$ cat src/gbn_pkg.sv
package gbn_pkg;

  localparam int MAX_WINDOW = 16;

  // opcodes of a request
  localparam logic [1:0] OP_START = 2'd0;
  localparam logic [1:0] OP_PKT   = 2'd1;
  localparam logic [1:0] OP_TMO   = 2'd2;

  // result kinds
  localparam logic [1:0] KIND_DATA = 2'd0;
  localparam logic [1:0] KIND_DONE = 2'd1;
  localparam logic [1:0] KIND_FAIL = 2'd2;

  localparam logic [7:0] ACK_TYPE = 8'h32;
  localparam logic [3:0] TRY_MAX  = 4'd15;

  // configuration register indexes
  localparam logic [1:0] REG_WINDOW = 2'd0;
  localparam logic [1:0] REG_TOTAL  = 2'd1;
  localparam logic [1:0] REG_TRIES  = 2'd2;

  localparam logic [4:0]  WINDOW_RESET = 5'd1;
  localparam logic [15:0] TOTAL_RESET  = 16'd0;
  localparam logic [3:0]  TRIES_RESET  = 4'd5;

  typedef enum logic [1:0] {
    PH_IDLE = 2'd0,
    PH_RUN  = 2'd1,
    PH_DONE = 2'd2,
    PH_FAIL = 2'd3
  } phase_t;

  typedef enum logic [1:0] {
    CS_IDLE,
    CS_DECIDE,
    CS_WINDOW,
    CS_EMIT
  } ctrl_state_t;

  typedef enum logic [1:0] {
    ACT_NONE,
    ACT_WINDOW,
    ACT_FAIL
  } action_t;

  typedef struct packed {
    logic capture;
    logic decide;
    logic setup;
    logic emit;
  } cmd_t;

  typedef struct packed {
    action_t action;
    logic    emit_end;
  } sts_t;

endpackage

$ cat src/gbn_ifs.sv
interface gbn_req_if;
  logic        valid;
  logic        ready;
  logic [1:0]  opcode;
  logic [15:0] ack_number;
  logic [7:0]  packet_type;

  modport source (output valid, output opcode, output ack_number, output packet_type,
                  input ready);
  modport sink (input valid, input opcode, input ack_number, input packet_type,
                output ready);
endinterface

interface gbn_res_if;
  logic        valid;
  logic        ready;
  logic [1:0]  kind;
  logic [15:0] seq_number;
  logic        last;

  modport source (output valid, output kind, output seq_number, output last,
                  input ready);
  modport sink (input valid, input kind, input seq_number, input last,
                output ready);
endinterface

interface gbn_cfg_if;
  logic        valid;
  logic        ready;
  logic [1:0]  index;
  logic [15:0] data;

  modport source (output valid, output index, output data, input ready);
  modport sink (input valid, input index, input data, output ready);
endinterface

$ cat src/go_back_n_sender_window_unit.sv
// A window or completion result is loaded into the output register after its request is accepted
// and passes decide and setup; a failure result skips setup; a request with no result ends after decide.
// One result per cycle during a burst while the receiver is ready; a window has at most MAX_WINDOW
// results, and the request channel stays closed until the final result of a window or failure is loaded.
// Reset (synchronous, rst high): phase idle, counters and window cleared, output empty,
// configuration back to window 1, total 0, tries 5.
module go_back_n_sender_window_unit #(
  parameter int MAX_WINDOW = gbn_pkg::MAX_WINDOW
) (
  input logic     clk,
  input logic     rst,
  gbn_req_if.sink req,
  gbn_res_if.source res,
  gbn_cfg_if.sink cfg
);

  gbn_pkg::cmd_t cmd;
  gbn_pkg::sts_t sts;

  assign cfg.ready = 1'b1;

  gbn_controller u_ctrl (
    .clk       (clk),
    .rst       (rst),
    .req_valid (req.valid),
    .req_ready (req.ready),
    .sts       (sts),
    .cmd       (cmd)
  );

  gbn_datapath #(
    .MAX_WINDOW (MAX_WINDOW)
  ) u_dp (
    .clk             (clk),
    .rst             (rst),
    .cmd             (cmd),
    .sts             (sts),
    .req_opcode      (req.opcode),
    .req_ack_number  (req.ack_number),
    .req_packet_type (req.packet_type),
    .cfg_valid       (cfg.valid),
    .cfg_index       (cfg.index),
    .cfg_data        (cfg.data),
    .res_ready       (res.ready),
    .res_valid       (res.valid),
    .res_kind        (res.kind),
    .res_seq_number  (res.seq_number),
    .res_last        (res.last)
  );

endmodule

$ cat src/gbn_datapath.sv
module gbn_datapath #(
  parameter int MAX_WINDOW = gbn_pkg::MAX_WINDOW
) (
  input  logic            clk,
  input  logic            rst,
  input  gbn_pkg::cmd_t   cmd,
  output gbn_pkg::sts_t   sts,
  input  logic [1:0]      req_opcode,
  input  logic [15:0]     req_ack_number,
  input  logic [7:0]      req_packet_type,
  input  logic            cfg_valid,
  input  logic [1:0]      cfg_index,
  input  logic [15:0]     cfg_data,
  input  logic            res_ready,
  output logic            res_valid,
  output logic [1:0]      res_kind,
  output logic [15:0]     res_seq_number,
  output logic            res_last
);

  logic [4:0]  win_size;
  logic [15:0] total_packets;
  logic [3:0]  try_limit;

  logic [1:0]  op;
  logic [15:0] ack;
  logic [7:0]  typ;

  logic [15:0]     last_acked;
  logic [15:0]     window_top;
  logic [3:0]      timeout_count;
  gbn_pkg::phase_t phase;
  logic [1:0]      kind;
  logic [15:0]     seq;

  logic        out_valid;
  logic [1:0]  out_kind;
  logic [15:0] out_seq;
  logic        out_last;

  logic [15:0] ack_dec;
  logic [3:0]  tries_inc;
  logic        running;
  logic        advance;
  logic        tmo_hit;
  gbn_pkg::action_t action;

  logic [16:0] win_w;
  logic [16:0] win_sum;
  logic [15:0] win_top;
  logic        win_done;

  logic slot_free;
  logic load;
  logic is_data;
  logic emit_last;

  always_ff @(posedge clk) begin
    if (rst) begin
      win_size      <= gbn_pkg::WINDOW_RESET;
      total_packets <= gbn_pkg::TOTAL_RESET;
      try_limit     <= gbn_pkg::TRIES_RESET;
    end else if (cfg_valid) begin
      case (cfg_index)
        gbn_pkg::REG_WINDOW: win_size      <= cfg_data[4:0];
        gbn_pkg::REG_TOTAL:  total_packets <= cfg_data;
        gbn_pkg::REG_TRIES:  try_limit     <= cfg_data[3:0];
        default: ;
      endcase
    end
  end

  always_ff @(posedge clk) begin
    if (cmd.capture) begin
      op  <= req_opcode;
      ack <= req_ack_number;
      typ <= req_packet_type;
    end
  end

  // classify the held request
  assign ack_dec   = ack - 16'd1;
  assign tries_inc = (timeout_count == gbn_pkg::TRY_MAX) ? timeout_count
                                                        : timeout_count + 4'd1;
  assign running   = (phase == gbn_pkg::PH_RUN);

  always_comb begin
    action  = gbn_pkg::ACT_NONE;
    advance = 1'b0;
    tmo_hit = 1'b0;
    case (op)
      gbn_pkg::OP_START: action = gbn_pkg::ACT_WINDOW;
      gbn_pkg::OP_PKT: begin
        if (running && typ == gbn_pkg::ACK_TYPE && ack != 16'd0) begin
          if (ack_dec == last_acked) begin
            action = gbn_pkg::ACT_WINDOW;
          end else if (ack_dec > last_acked && ack_dec <= window_top) begin
            advance = 1'b1;
            if (ack_dec == window_top) action = gbn_pkg::ACT_WINDOW;
          end
        end
      end
      gbn_pkg::OP_TMO: begin
        if (running) begin
          tmo_hit = 1'b1;
          action  = (tries_inc < try_limit) ? gbn_pkg::ACT_WINDOW : gbn_pkg::ACT_FAIL;
        end
      end
      default: ;
    endcase
  end

  // window bounds; size 0 acts as 1, clamp to MAX_WINDOW
  always_comb begin
    win_w = {12'd0, win_size};
    if (win_size == 5'd0) win_w = 17'd1;
    else if (win_w > 17'(MAX_WINDOW)) win_w = 17'(MAX_WINDOW);
  end

  assign win_sum  = {1'b0, last_acked} + win_w;
  assign win_top  = (win_sum > {1'b0, total_packets}) ? total_packets : win_sum[15:0];
  assign win_done = (last_acked >= total_packets);

  always_ff @(posedge clk) begin
    if (rst) begin
      last_acked    <= '0;
      window_top    <= '0;
      timeout_count <= '0;
      phase         <= gbn_pkg::PH_IDLE;
      kind          <= gbn_pkg::KIND_DATA;
      seq           <= '0;
    end else begin
      if (cmd.decide) begin
        if (op == gbn_pkg::OP_START) last_acked <= '0;
        else if (advance) last_acked <= ack_dec;
        if (tmo_hit) timeout_count <= tries_inc;
        if (action == gbn_pkg::ACT_FAIL) begin
          phase <= gbn_pkg::PH_FAIL;
          kind  <= gbn_pkg::KIND_FAIL;
        end
      end
      if (cmd.setup) begin
        if (win_done) begin
          phase      <= gbn_pkg::PH_DONE;
          window_top <= last_acked;
          kind       <= gbn_pkg::KIND_DONE;
        end else begin
          phase      <= gbn_pkg::PH_RUN;
          window_top <= win_top;
          seq        <= last_acked + 16'd1;
          kind       <= gbn_pkg::KIND_DATA;
        end
      end
      if (load) seq <= seq + 16'd1;
    end
  end

  // output register: load when empty or being drained
  assign slot_free = !out_valid || res_ready;
  assign load      = cmd.emit && slot_free;
  assign is_data   = (kind == gbn_pkg::KIND_DATA);
  assign emit_last = !is_data || (seq == window_top);

  always_ff @(posedge clk) begin
    if (rst) begin
      out_valid <= 1'b0;
    end else if (load) begin
      out_valid <= 1'b1;
    end else if (res_ready) begin
      out_valid <= 1'b0;
    end
  end

  always_ff @(posedge clk) begin
    if (load) begin
      out_kind <= kind;
      out_seq  <= is_data ? seq : 16'd0;
      out_last <= emit_last;
    end
  end

  assign sts.action   = action;
  assign sts.emit_end = load && emit_last;

  assign res_valid      = out_valid;
  assign res_kind       = out_kind;
  assign res_seq_number = out_seq;
  assign res_last       = out_last;

endmodule

$ cat src/gbn_controller.sv
module gbn_controller (
  input  logic          clk,
  input  logic          rst,
  input  logic          req_valid,
  output logic          req_ready,
  input  gbn_pkg::sts_t sts,
  output gbn_pkg::cmd_t cmd
);

  gbn_pkg::ctrl_state_t state;
  gbn_pkg::ctrl_state_t state_next;

  always_ff @(posedge clk) begin
    if (rst) begin
      state <= gbn_pkg::CS_IDLE;
    end else begin
      state <= state_next;
    end
  end

  always_comb begin
    state_next = state;
    cmd        = '0;
    req_ready  = 1'b0;
    case (state)
      gbn_pkg::CS_IDLE: begin
        req_ready   = 1'b1;
        cmd.capture = req_valid;
        if (req_valid) state_next = gbn_pkg::CS_DECIDE;
      end
      gbn_pkg::CS_DECIDE: begin
        cmd.decide = 1'b1;
        case (sts.action)
          gbn_pkg::ACT_WINDOW: state_next = gbn_pkg::CS_WINDOW;
          gbn_pkg::ACT_FAIL:   state_next = gbn_pkg::CS_EMIT;
          default:             state_next = gbn_pkg::CS_IDLE;
        endcase
      end
      gbn_pkg::CS_WINDOW: begin
        cmd.setup  = 1'b1;
        state_next = gbn_pkg::CS_EMIT;
      end
      gbn_pkg::CS_EMIT: begin
        cmd.emit = 1'b1;
        // hold until the final result of the burst is loaded
        if (sts.emit_end) state_next = gbn_pkg::CS_IDLE;
      end
      default: state_next = gbn_pkg::CS_IDLE;
    endcase
  end

endmodule

$ cat src/flat_wrapper.sv
// flat-port wrapper written by rule: the top's interface ports become plain ports
module go_back_n_sender_window_unit_flat 
#(
  parameter int MAX_WINDOW = gbn_pkg::MAX_WINDOW
)
  (clk, rst, req_valid, req_opcode, req_ack_number, req_packet_type, req_ready, res_valid, res_kind, res_seq_number, res_last, res_ready, cfg_valid, cfg_index, cfg_data, cfg_ready);
  gbn_req_if req_i ();
  gbn_res_if res_i ();
  gbn_cfg_if cfg_i ();
  input logic clk;
  input logic rst;
  input wire logic [$bits(req_i.valid)-1:0] req_valid;
  input wire logic [$bits(req_i.opcode)-1:0] req_opcode;
  input wire logic [$bits(req_i.ack_number)-1:0] req_ack_number;
  input wire logic [$bits(req_i.packet_type)-1:0] req_packet_type;
  output wire logic [$bits(req_i.ready)-1:0] req_ready;
  output wire logic [$bits(res_i.valid)-1:0] res_valid;
  output wire logic [$bits(res_i.kind)-1:0] res_kind;
  output wire logic [$bits(res_i.seq_number)-1:0] res_seq_number;
  output wire logic [$bits(res_i.last)-1:0] res_last;
  input wire logic [$bits(res_i.ready)-1:0] res_ready;
  input wire logic [$bits(cfg_i.valid)-1:0] cfg_valid;
  input wire logic [$bits(cfg_i.index)-1:0] cfg_index;
  input wire logic [$bits(cfg_i.data)-1:0] cfg_data;
  output wire logic [$bits(cfg_i.ready)-1:0] cfg_ready;
  assign req_i.valid = req_valid;
  assign req_i.opcode = req_opcode;
  assign req_i.ack_number = req_ack_number;
  assign req_i.packet_type = req_packet_type;
  assign req_ready = req_i.ready;
  assign res_valid = res_i.valid;
  assign res_kind = res_i.kind;
  assign res_seq_number = res_i.seq_number;
  assign res_last = res_i.last;
  assign res_i.ready = res_ready;
  assign cfg_i.valid = cfg_valid;
  assign cfg_i.index = cfg_index;
  assign cfg_i.data = cfg_data;
  assign cfg_ready = cfg_i.ready;
  go_back_n_sender_window_unit #(.MAX_WINDOW(MAX_WINDOW)) u_core (.clk(clk), .rst(rst), .req(req_i), .res(res_i), .cfg(cfg_i));
endmodule
$ cat config.mk
export PLATFORM = sky130hd
export DESIGN_NAME = go_back_n_sender_window_unit_flat
export DESIGN_NICKNAME = d
export VERILOG_FILES = /design/src/gbn_pkg.sv /design/src/gbn_ifs.sv /design/src/go_back_n_sender_window_unit.sv /design/src/gbn_datapath.sv /design/src/gbn_controller.sv /design/src/flat_wrapper.sv
export SDC_FILE = /design/constraint.sdc
export NUM_CORES = 1
export LEC_CHECK = 0
export ABC_AREA = 1
export BUFFER_PORTS_ARGS = -buffer_cell sky130_fd_sc_hd__buf_2
export CAP_MARGIN = 20
export CORE_ASPECT_RATIO = 0.75
export CORE_MARGIN = 5
export CORE_UTILIZATION = 61
export DETAILED_ROUTE_END_ITERATION = 8
export PLACE_DENSITY = 0.8
export RECOVER_POWER = 25
export SETUP_SLACK_MARGIN = 0.15
export SYNTH_ARGS = -nofsm -noshare
export SYNTH_HDL_FRONTEND = slang
export SYNTH_SLANG_ARGS = --single-unit
$ cat constraint.sdc
create_clock -name clk -period 4.9 [get_ports clk]
set_input_delay 0.49 -clock clk [delete_from_list [all_inputs] [get_ports clk]]
set_output_delay 0.49 -clock clk [all_outputs]
set_load 0.02 [all_outputs]
==> results_dict.tcl, run 1 <==
set metrics [dict create \
    critPathMaxStageDelay_ns 0.41 \
    drt_iter0_drc 767 \
    area_growth_pct 12.03 \
    grt_pass1_vias 7410 \
    endpoint "u_core.u_dp.window_top[3]" \
    syn_area_sq_um 8438 \
    die_x_um 145.8 \
    wl_per_cell_um 15.13 \
    clk_pin_slew_worst_paths_ns 0.06 \
    multi_input_area_sq_um 4553 \
    final-setup-viol-count 0 \
    n_antenna_cell 0 \
    design_area_sq_um 9453 \
    power_density_nw_per_um2 316.7 \
    grt_util_all_layers_pct 27.18 \
    cp-end-kind "register" \
    fin_crit_ns 4.402 \
    worst-r2r-cell-count 24 \
    viasPerCell 5.464 \
    start_util_pct 61.79 \
    reg2reg_slack_ns 0.50 \
    hpwl_um 16110 \
    dpl-instance-area_sq_um 8867 \
    crit_top_cell "nand2_1" \
    async_flop_share_pct 0 \
    place_inst 1392 \
    regArea_sq_um 3033 \
    cts_tree "built" \
    die_area_sq_um 16310 \
    post_cts_buffers 0 \
    synth-seq-cells 129 \
    drive_gt1_share_pct 9.047 \
    skew_ns 0.01014 \
    drv_cap 0 \
    syn-num-nets 1309 \
    synth_warnings 0 \
    relSlewSlack_pct 41.62 \
    hold_path.class "primary input to register" \
    path_class "register to register" \
    cts_buffers 17 \
    crit_start "u_core.u_dp.win_size[3]" \
    grt_antenna_before_repair 0 \
    grt_max_degree 36 \
    cts_max_path_buffers 2 \
    ir_drop_v 0.0002379 \
    ys_types 41 \
    die_h_um 111.9 \
    finalPower_mw 2.994 \
    core-area_sq_um 13660 \
    status "finished, final reports clean" \
    setup_slack_ns 0.4984 \
    postSynthCellCount 1178 \
    grt_first_pass_wirelength_um 36020 \
    ys_seq_area_share_pct 35.94 \
    start_kind "register" \
    h-tree-depth 4 \
    vias 7781 \
    synthTopCellsByArea "dfxtp_1 20%, edfxtp_1 16%, ha_1 12%" \
    hold_buffers 0 \
    fin_setup_tns_ns 0 \
    ctsResizeCount 0 \
    num-fill-cells 1138 \
    io_pins 71 \
    synthFlopType "dfxtp_1" \
    rsz0062_at_grt "no" \
    worst_pin_slew_ns 0.8747 \
    gp_congestion 0.9769 \
    pre_cts_slack_ns 0.6288 \
    rows 37 \
    critPathArrivalTime_ns 4.68 \
    finalCritPeriodShare_pct 89.83 \
    drv_slew 0 \
    crit_slowest_cell "fa_1" \
    worstPathCellList "inv_1 > nand4_1 > a21oi_1 > ha_1 > inv_1 > fa_1 > nand3b_1 > nand2_1 > nand2_1 > nand2_2 > nand2_4 > nor2_1 > xor2_1 > inv_1 > ha_1 > nand2_1 > nor2_1 > nand4_1 > nor4_1 > o31ai_4 > nand2_4 > nand2_1 > nand3_1 > a21oi_1" \
    port_buffers 69 \
    yosys.area.top_type "dfxtp_1" \
    reg2reg_to "u_core.u_dp.window_top[3]" \
    r2r-start "u_core.u_dp.win_size[3]" \
    dr.pass1.iters 5 \
    fin_cells 1424 \
    drc 0 \
    hold_violations 0 \
    ant_nets 0 \
    root_buffer "clkbuf_16" \
    max_freq_mhz 227.2 \
    clk_latency_ns 0.43 \
    grt_overflow 0 \
    yosysTopAreaCellShare_pct 19.93 \
    synth_edf_count 45 \
    finalNetCount 1367 \
    avgSynthCellArea_sq_um 7.163 \
    wl_um 21550 \
    required_ns 5.18 \
    power.static_leakage_nw 4.476 \
    cts_sinks 129 \
    crit_fanout 17 \
]
per-stage QoR:
stage	hold slack (ns)	util (%)
2_1_floorplan	0.4312	-
3_3_place_gp	0.4478	64.93
3_5_place_dp	0.4573	64.93
4_1_cts	0.2330	69.25
5_1_grt	0.2268	69.22
6_report	0.2370	69.22
placed cells by master, fill, tap and decap left out, drive strengths merged, types with 2 or more instances in the layout:
| master | n |
|---|---|
| a211oi | 3 |
| a21oi | 100 |
| nand4 | 13 |
| ha | 81 |
| o211ai | 4 |
| nand2 | 267 |
| inv | 186 |
| and2 | 2 |
| clkinvlp | 3 |
| or2 | 4 |
| clkinv | 7 |
| nor3 | 18 |
| buf | 68 |
| nor4 | 4 |
| clkbuf | 23 |
| o31ai | 2 |
| nor2 | 132 |
| dfxtp | 84 |
| nand3 | 78 |
| edfxtp | 45 |
| bufinv | 2 |
| xnor2 | 10 |
| xor2 | 30 |
| o21ai | 73 |
where the power goes:
part / total (mW) / switching [mW] / internal [mW]
Clock: 1.27 / 0.491 / 0.777
Combinational: 0.531 / 0.355 / 0.176
Sequential: 1.19 / 0.0427 / 1.15
metal layers:
layer  routed length (um)  global-route usage, %
met2                 8908                  41.47
met3                 2154                  5.696
met4                  782                  11.07
met5                    0                      0
met1                 9706                  37.73
Yosys cell counts, types with 5 or more instances:
master    number
nand2_1      261
inv_1        184
nor2_1       130
a21oi_1      100
dfxtp_1       84
ha_1          81
nand3_1       78
o21ai_0       69
edfxtp_1      45
xor2_1        30
clkbuf_1      19
nor3_1        17
nand4_1       13
xnor2_1       10
buf_2          6
buf_4          5
registers in the layout, indices dropped and copies added, names as in the netlist, named ones only:
| register | flops |
|---|---|
| u_core.u_dp.res_seq_number | 16 |
| u_core.u_dp.try_limit | 4 |
| u_core.u_ctrl.state | 1 |
| u_core.u_dp.ack | 16 |
| u_core.u_dp.last_acked | 16 |
| u_core.u_dp.res_kind | 2 |
| u_core.u_dp.res_valid | 1 |
| u_core.u_dp.seq | 16 |
| u_core.u_dp.typ | 8 |
| u_core.u_dp.total_packets | 16 |
| u_core.u_dp.kind | 2 |
| u_core.u_dp.window_top | 16 |
| u_core.u_dp.timeout_count | 4 |
| u_core.u_dp.phase | 2 |
| u_core.u_dp.op | 2 |
| u_core.u_dp.win_size | 5 |
| u_core.u_dp.res_last | 1 |
layout make-up:
cell class / instances / share of cell area (%)
Clock buffer: 19 / 4.805
Clock inverter: 13 / 1.443
Inverter: 185 / 7.346
Multi-Input combinational cell: 831 / 48.17
Sequential cell: 129 / 32.08
Tap cell: 175 / 2.316
Timing Repair Buffer: 72 / 3.839
logic make-up (layout without fill, tap and decap cells):
group / count (synthesis) / count (layout) / synth area share (%)
other: 1 / 1 / 0.04444
buffers and inverters: 218 / 289 / 10.10
and+or+nand+nor: 521 / 521 / 25.82
DFF: 129 / 129 / 35.94
adders and majority gates: 82 / 82 / 12.25
xor gates and xnor gates: 40 / 40 / 4.152
AOI/OAI and AO/OA: 187 / 187 / 11.70
worst min path at each step:
stage	startpoint	end	slack (ns)	depth (start not counted)
2_1_floorplan	u_core.u_dp.kind[0]	u_core.u_dp.res_kind[0]	0.43	0
3_3_place_gp	u_core.u_dp.kind[0]	u_core.u_dp.res_kind[0]	0.45	0
3_5_place_dp	u_core.u_dp.kind[0]	u_core.u_dp.res_kind[0]	0.46	0
4_1_cts	req_packet_type[6]	u_core.u_dp.typ[6]	0.23	1
5_1_grt	req_packet_type[4]	u_core.u_dp.typ[4]	0.23	1
6_report	req_packet_type[4]	u_core.u_dp.typ[4]	0.24	1
critical path, delay by kind of cell, from the launching register on:
kind,cells,cell delay [ns]
AND/OR/NAND/NOR,14,1.98
adder cells (fa/ha/maj),3,0.95
AO/OA/AOI/OAI,3,0.54
flip-flops,1,0.30
XOR/XNOR,1,0.23
buffers and inverters,3,0.22
Power figures use the tool's default switching activity.
==> run 2: changes to the inputs <==
--- a/config.mk
+++ b/config.mk
@@ -8,7 +8,6 @@
 export ABC_AREA = 1
 export BUFFER_PORTS_ARGS = -buffer_cell sky130_fd_sc_hd__buf_2
 export CAP_MARGIN = 20
-export CORE_ASPECT_RATIO = 0.75
 export CORE_MARGIN = 5
 export CORE_UTILIZATION = 61
 export DETAILED_ROUTE_END_ITERATION = 8
==> results_dict.tcl, run 2 (same netlist as run 1, synthesis figures left out) <==
set metrics [dict create \
    r2r-start "u_core.u_dp.win_size[3]" \
    start_util_pct 61.50 \
    ir_drop_v 0.0002169 \
    fin_crit_ns 4.392 \
    io_pins 71 \
    hold_violations 0 \
    required_ns 5.14 \
    finalNetCount 1367 \
    core-area_sq_um 13720 \
    final_cell_mix "261 x nand2_1, 184 x inv_1, 130 x nor2_1" \
    h-tree-depth 4 \
    wl_per_cell_um 14.90 \
    final-setup-viol-count 0 \
    rsz0062_at_grt "no" \
    ctsResizeCount 0 \
    max_freq_mhz 227.7 \
    drv_slew 87 \
    crit_start "u_core.u_dp.win_size[3]" \
    cp-end-kind "register" \
    worst_pin_slew_ns 2.410 \
    reg2reg_to "u_core.u_dp.window_top[7]" \
    skew_ns 0.006493 \
    grt_max_degree 59 \
    final_common_cell "nand2_1" \
    start_kind "register" \
    rows 43 \
    drv_cap 2 \
    status "finished with violations" \
    wl_um 21300 \
    power_density_nw_per_um2 322.2 \
    crit_fanout 17 \
    fin_setup_tns_ns 0 \
    hpwl_um 15610 \
    ant_nets 0 \
    violations "max-capacitance violations, max-slew violations" \
    cts_buffers 17 \
    die_area_sq_um 16290 \
    gp_congestion 0.9411 \
    dr.pass1.iters 5 \
    die_h_um 127.6 \
    hold_path.class "primary input to register" \
    root_buffer "clkbuf_16" \
    grt_pass1_vias 7231 \
    place_inst 1397 \
    reg2reg_slack_ns 0.51 \
    grt_overflow 0 \
    relSlewSlack_pct -60.63 \
    drt_iter0_drc 762 \
    hold_buffers 0 \
    cts_tree "built" \
    area_growth_pct 12.53 \
    fin_cells 1429 \
    grt_first_pass_wirelength_um 35160 \
    worst-r2r-cell-count 24 \
    clk_pin_slew_worst_paths_ns 0.06 \
    grt_util_all_layers_pct 27.01 \
    n_antenna_cell 0 \
    clk_latency_ns 0.43 \
    path_class "register to register" \
    power.static_leakage_nw 4.500 \
    endpoint "u_core.u_dp.window_top[7]" \
    drc 0 \
    die_x_um 127.6 \
    cts_max_path_buffers 2 \
    post_cts_buffers 0 \
    grt_antenna_before_repair 0 \
    finalCritPeriodShare_pct 89.64 \
    cts_sinks 129 \
    finalPower_mw 3.060 \
    port_buffers 69 \
    critPathArrivalTime_ns 4.63 \
    viasPerCell 5.419 \
    vias 7744 \
    drive_gt1_share_pct 9.367 \
]
-- run 2: critical path, cell delays in order (launching register included) --
cell and delay, ns:
dfxtp_1 0.30, inv_1 0.09, nand4_1 0.14, a21oi_1 0.17, ha_1 0.24, inv_1 0.07, fa_1 0.39, nand3b_1 0.19
nand2_1 0.10, nand2_1 0.06, nand2_2 0.11, nand2_4 0.08, nor2_1 0.16, xor2_1 0.21, inv_1 0.07, ha_1 0.29
nand2_1 0.07, nor2_1 0.14, nand4_1 0.09, nor4_1 0.39, o31ai_4 0.33, nand2_4 0.27, nand2_1 0.09, nand3_1 0.08
a21oi_1 0.07
-- run 2: worst min path at each step --
| stage | from | endpoint | cells after the start |
|---|---|---|---|
| after floorplan | u_core.u_dp.kind[0] | u_core.u_dp.res_kind[0] | 0 |
| after global placement | u_core.u_dp.kind[0] | u_core.u_dp.res_kind[0] | 0 |
| after detailed placement | u_core.u_dp.kind[1] | u_core.u_dp.res_kind[1] | 0 |
| after CTS | req_packet_type[5] | u_core.u_dp.typ[5] | 1 |
| after global routing | req_packet_type[4] | u_core.u_dp.typ[4] | 1 |
| final | req_ack_number[14] | u_core.u_dp.ack[14] | 1 |
-- run 2: where the power goes --
group,internal [mW],switching (mW),total [mW],leakage (nW)
Combinational,0.175,0.353,0.529,3.12
Sequential,1.15,0.0410,1.19,1.08
Clock,0.835,0.503,1.34,0.302
Total,2.16,0.897,3.06,4.50
-- run 2: area by class of cell --
class	count	area, sq um
Tap cell	180	225.2
Inverter	185	694.4
Multi-Input combinational cell	831	4553
Clock inverter	14	176.4
Clock buffer	18	450.4
Sequential cell	129	3033
Timing Repair Buffer	72	362.8
Fill cell	1180	4224
-- run 2: stage by stage --
stage	hold WS [ns]	setup WS [ns]	util [%]	area [sq um]
3_5_place_dp	0.4601	0.6484	64.68	8874
3_3_place_gp	0.4547	0.7661	64.68	8874
2_1_floorplan	0.4312	1.211	-	8438
4_1_cts	0.2246	0.6063	69.25	9500
6_report	0.2369	0.5077	69.21	9495
5_1_grt	0.2248	0.1697	69.21	9495
-- run 2: metal layers --
layer,GRT usage [%],wire length [um],up-vias
li1,-,-,3927
met1,36.21,9412,3463
met2,41.72,9515,290
met3,4.682,1455,64
met4,14.42,914,0
met5,0,0,-
==> run 3: changes to the inputs <==
--- a/config.mk
+++ b/config.mk
@@ -9,9 +9,9 @@
 export BUFFER_PORTS_ARGS = -buffer_cell sky130_fd_sc_hd__buf_2
 export CAP_MARGIN = 20
 export CORE_MARGIN = 5
-export CORE_UTILIZATION = 61
+export CORE_UTILIZATION = 45
 export DETAILED_ROUTE_END_ITERATION = 8
-export PLACE_DENSITY = 0.8
+export PLACE_DENSITY = 0.62
 export RECOVER_POWER = 25
 export SETUP_SLACK_MARGIN = 0.15
 export SYNTH_ARGS = -nofsm -noshare
==> constraint.sdc (replaced) <==
create_clock -name clk -period 5.7 [get_ports clk]
set_input_delay 0.57 -clock clk [delete_from_list [all_inputs] [get_ports clk]]
set_output_delay 0.57 -clock clk [all_outputs]
set_load 0.02 [all_outputs]
==> results_dict.tcl, run 3 (same netlist as run 1, synthesis figures left out) <==
set metrics [dict create \
    use_met3_pct 3.609 \
    grt_pass1_vias 6970 \
    required_ns 5.94 \
    grt_first_pass_wirelength_um 35310 \
    worst-r2r-cell-count 24 \
    grt.busiest_layer "met2" \
    vias 7489 \
    drive_gt1_share_pct 9.120 \
    cts_tree "built" \
    cts_sinks 129 \
    design_area_sq_um 9558 \
    cts_buffers 17 \
    final_common_cell "nand2_1" \
    violations "max-capacitance violations, max-slew violations" \
    relSlewSlack_pct -63.81 \
    ir_drop_v 0.0002184 \
    rows 50 \
    num-fill-cells 1837 \
    port_buffers 69 \
    final-setup-viol-count 0 \
    fin_crit_ns 4.299 \
    start_util_pct 45.41 \
    clk_latency_ns 0.43 \
    crit_fanout 17 \
    drc 0 \
    drt_iter0_drc 526 \
    grt_max_degree 59 \
    die_x_um 146.9 \
    die_h_um 146.9 \
    critPathArrivalTime_ns 4.54 \
    hold_buffers 0 \
    finalCritPeriodShare_pct 75.41 \
    die_area_sq_um 21590 \
    min_path_cells 1 \
    io_pins 71 \
    h-tree-depth 4 \
    ctsResizeCount 0 \
    clk_pin_slew_worst_paths_ns 0.06 \
    hold_path.class "primary input to register" \
    met2_usage_pct 32.45 \
    core-area_sq_um 18580 \
    drv_cap 2 \
    worst_pin_slew_ns 2.457 \
    path_class "register to register" \
    grt_overflow 0 \
    wl_um 21710 \
    dr.pass1.iters 5 \
    skew_ns 0.006742 \
    area_growth_pct 13.27 \
    wl_per_cell_um 14.63 \
    gp_congestion 0.9053 \
    finalNetCount 1368 \
    post_cts_buffers 0 \
    met1_usage_pct 27.96 \
    drv_slew 87 \
    hold_violations 0 \
    grt_antenna_before_repair 0 \
    cp-end-kind "register" \
    grt_util_all_layers_pct 20.44 \
    fin_setup_tns_ns 0 \
    n_antenna_cell 0 \
    power.static_leakage_nw 4.494 \
    cts_max_path_buffers 2 \
    status "finished with violations" \
    viasPerCell 5.046 \
    start_kind "register" \
    reg2reg_slack_ns 1.40 \
    final_cell_mix "261 x nand2_1, 184 x inv_1, 130 x nor2_1" \
    root_buffer "clkbuf_16" \
    ant_nets 0 \
    power_density_nw_per_um2 275.6 \
    max_freq_mhz 232.6 \
    rsz0062_at_grt "no" \
    dpl-instance-area_sq_um 8949 \
    hpwl_um 16260 \
]
run 3: cell count changes in the layout (fill, tap and decap cells not counted), sizes merged:
cell	delta
clkinvlp	+1
bufinv	+1
clkinv	-1
buf	+1
clkbuf	-1
run 3: power breakdown:
| group | internal (mW) | leakage (nW) | switching, mW |
|---|---|---|---|
| combinational | 0.151 | 3.12 | 0.301 |
| clock | 0.728 | 0.290 | 0.429 |
| sequential | 0.990 | 1.08 | 0.0356 |
run 3: per-layer routing:
layer / share of wire [%] / vias up / routed length, um
li1: - / 3928 / -
met1: 48 / 3319 / 10440
met2: 43 / 203 / 9441
met3: 5.5 / 39 / 1196
met4: 2.9 / 0 / 634
met5: 0 / - / 0
run 3: worst paths after layout:
| check | startpoint | end |
|---|---|---|
| setup / recovery | u_core.u_dp.win_size[3] | u_core.u_dp.window_top[13] |
| hold / removal | req_packet_type[0] | u_core.u_dp.typ[0] |
| setup reg to reg | u_core.u_dp.win_size[3] | u_core.u_dp.window_top[13] |
| hold reg to reg | u_core.u_dp.try_limit[1] | u_core.u_dp.try_limit[1] |
run 3: worst max-delay path, stage by stage, from the launching register on:
cell and delay [ns]:
dfxtp_1 0.29, inv_1 0.08, nand4_1 0.12, a21oi_1 0.17, ha_1 0.24, inv_1 0.07, fa_1 0.39, nand3b_1 0.19
nand2_1 0.10, nand2_1 0.06, nand2_2 0.10, nand2_4 0.08, nor2_1 0.16, xor2_1 0.22, inv_1 0.07, ha_1 0.29
nand2_1 0.06, nor2_1 0.14, nand4_1 0.09, nor4_1 0.38, o31ai_4 0.31, nand2_4 0.27, nand2_1 0.09, nand3_1 0.07
a21oi_1 0.07
run 3: cell type report:
cell class	instances	area (sq um)	share of cell area [%]
Multi-Input combinational cell	831	4553	47.64
Sequential cell	129	3033	31.73
Inverter	185	694.4	7.265
Clock buffer	17	425.4	4.451
Timing Repair Buffer	73	370.4	3.875
Tap cell	234	292.8	3.063
Clock inverter	15	188.9	1.977
run 3: metrics by stage:
| stage | power [mW] | hold WS, ns | setup WS [ns] | utilization [%] | std cells |
|---|---|---|---|---|---|
| after detailed placement | 1.492 | 0.4702 | 1.481 | 48.16 | 1452 |
| after floorplan | 1.373 | 0.4312 | 2.011 | - | 1178 |
| after CTS | 2.651 | 0.3027 | 1.464 | 51.47 | 1484 |
| final | 2.634 | 0.3141 | 1.401 | 51.44 | 1484 |
| after global placement | 1.484 | 0.4701 | 1.567 | 48.16 | 1452 |
| after global routing | 2.768 | 0.3016 | 0.8771 | 51.44 | 1484 |
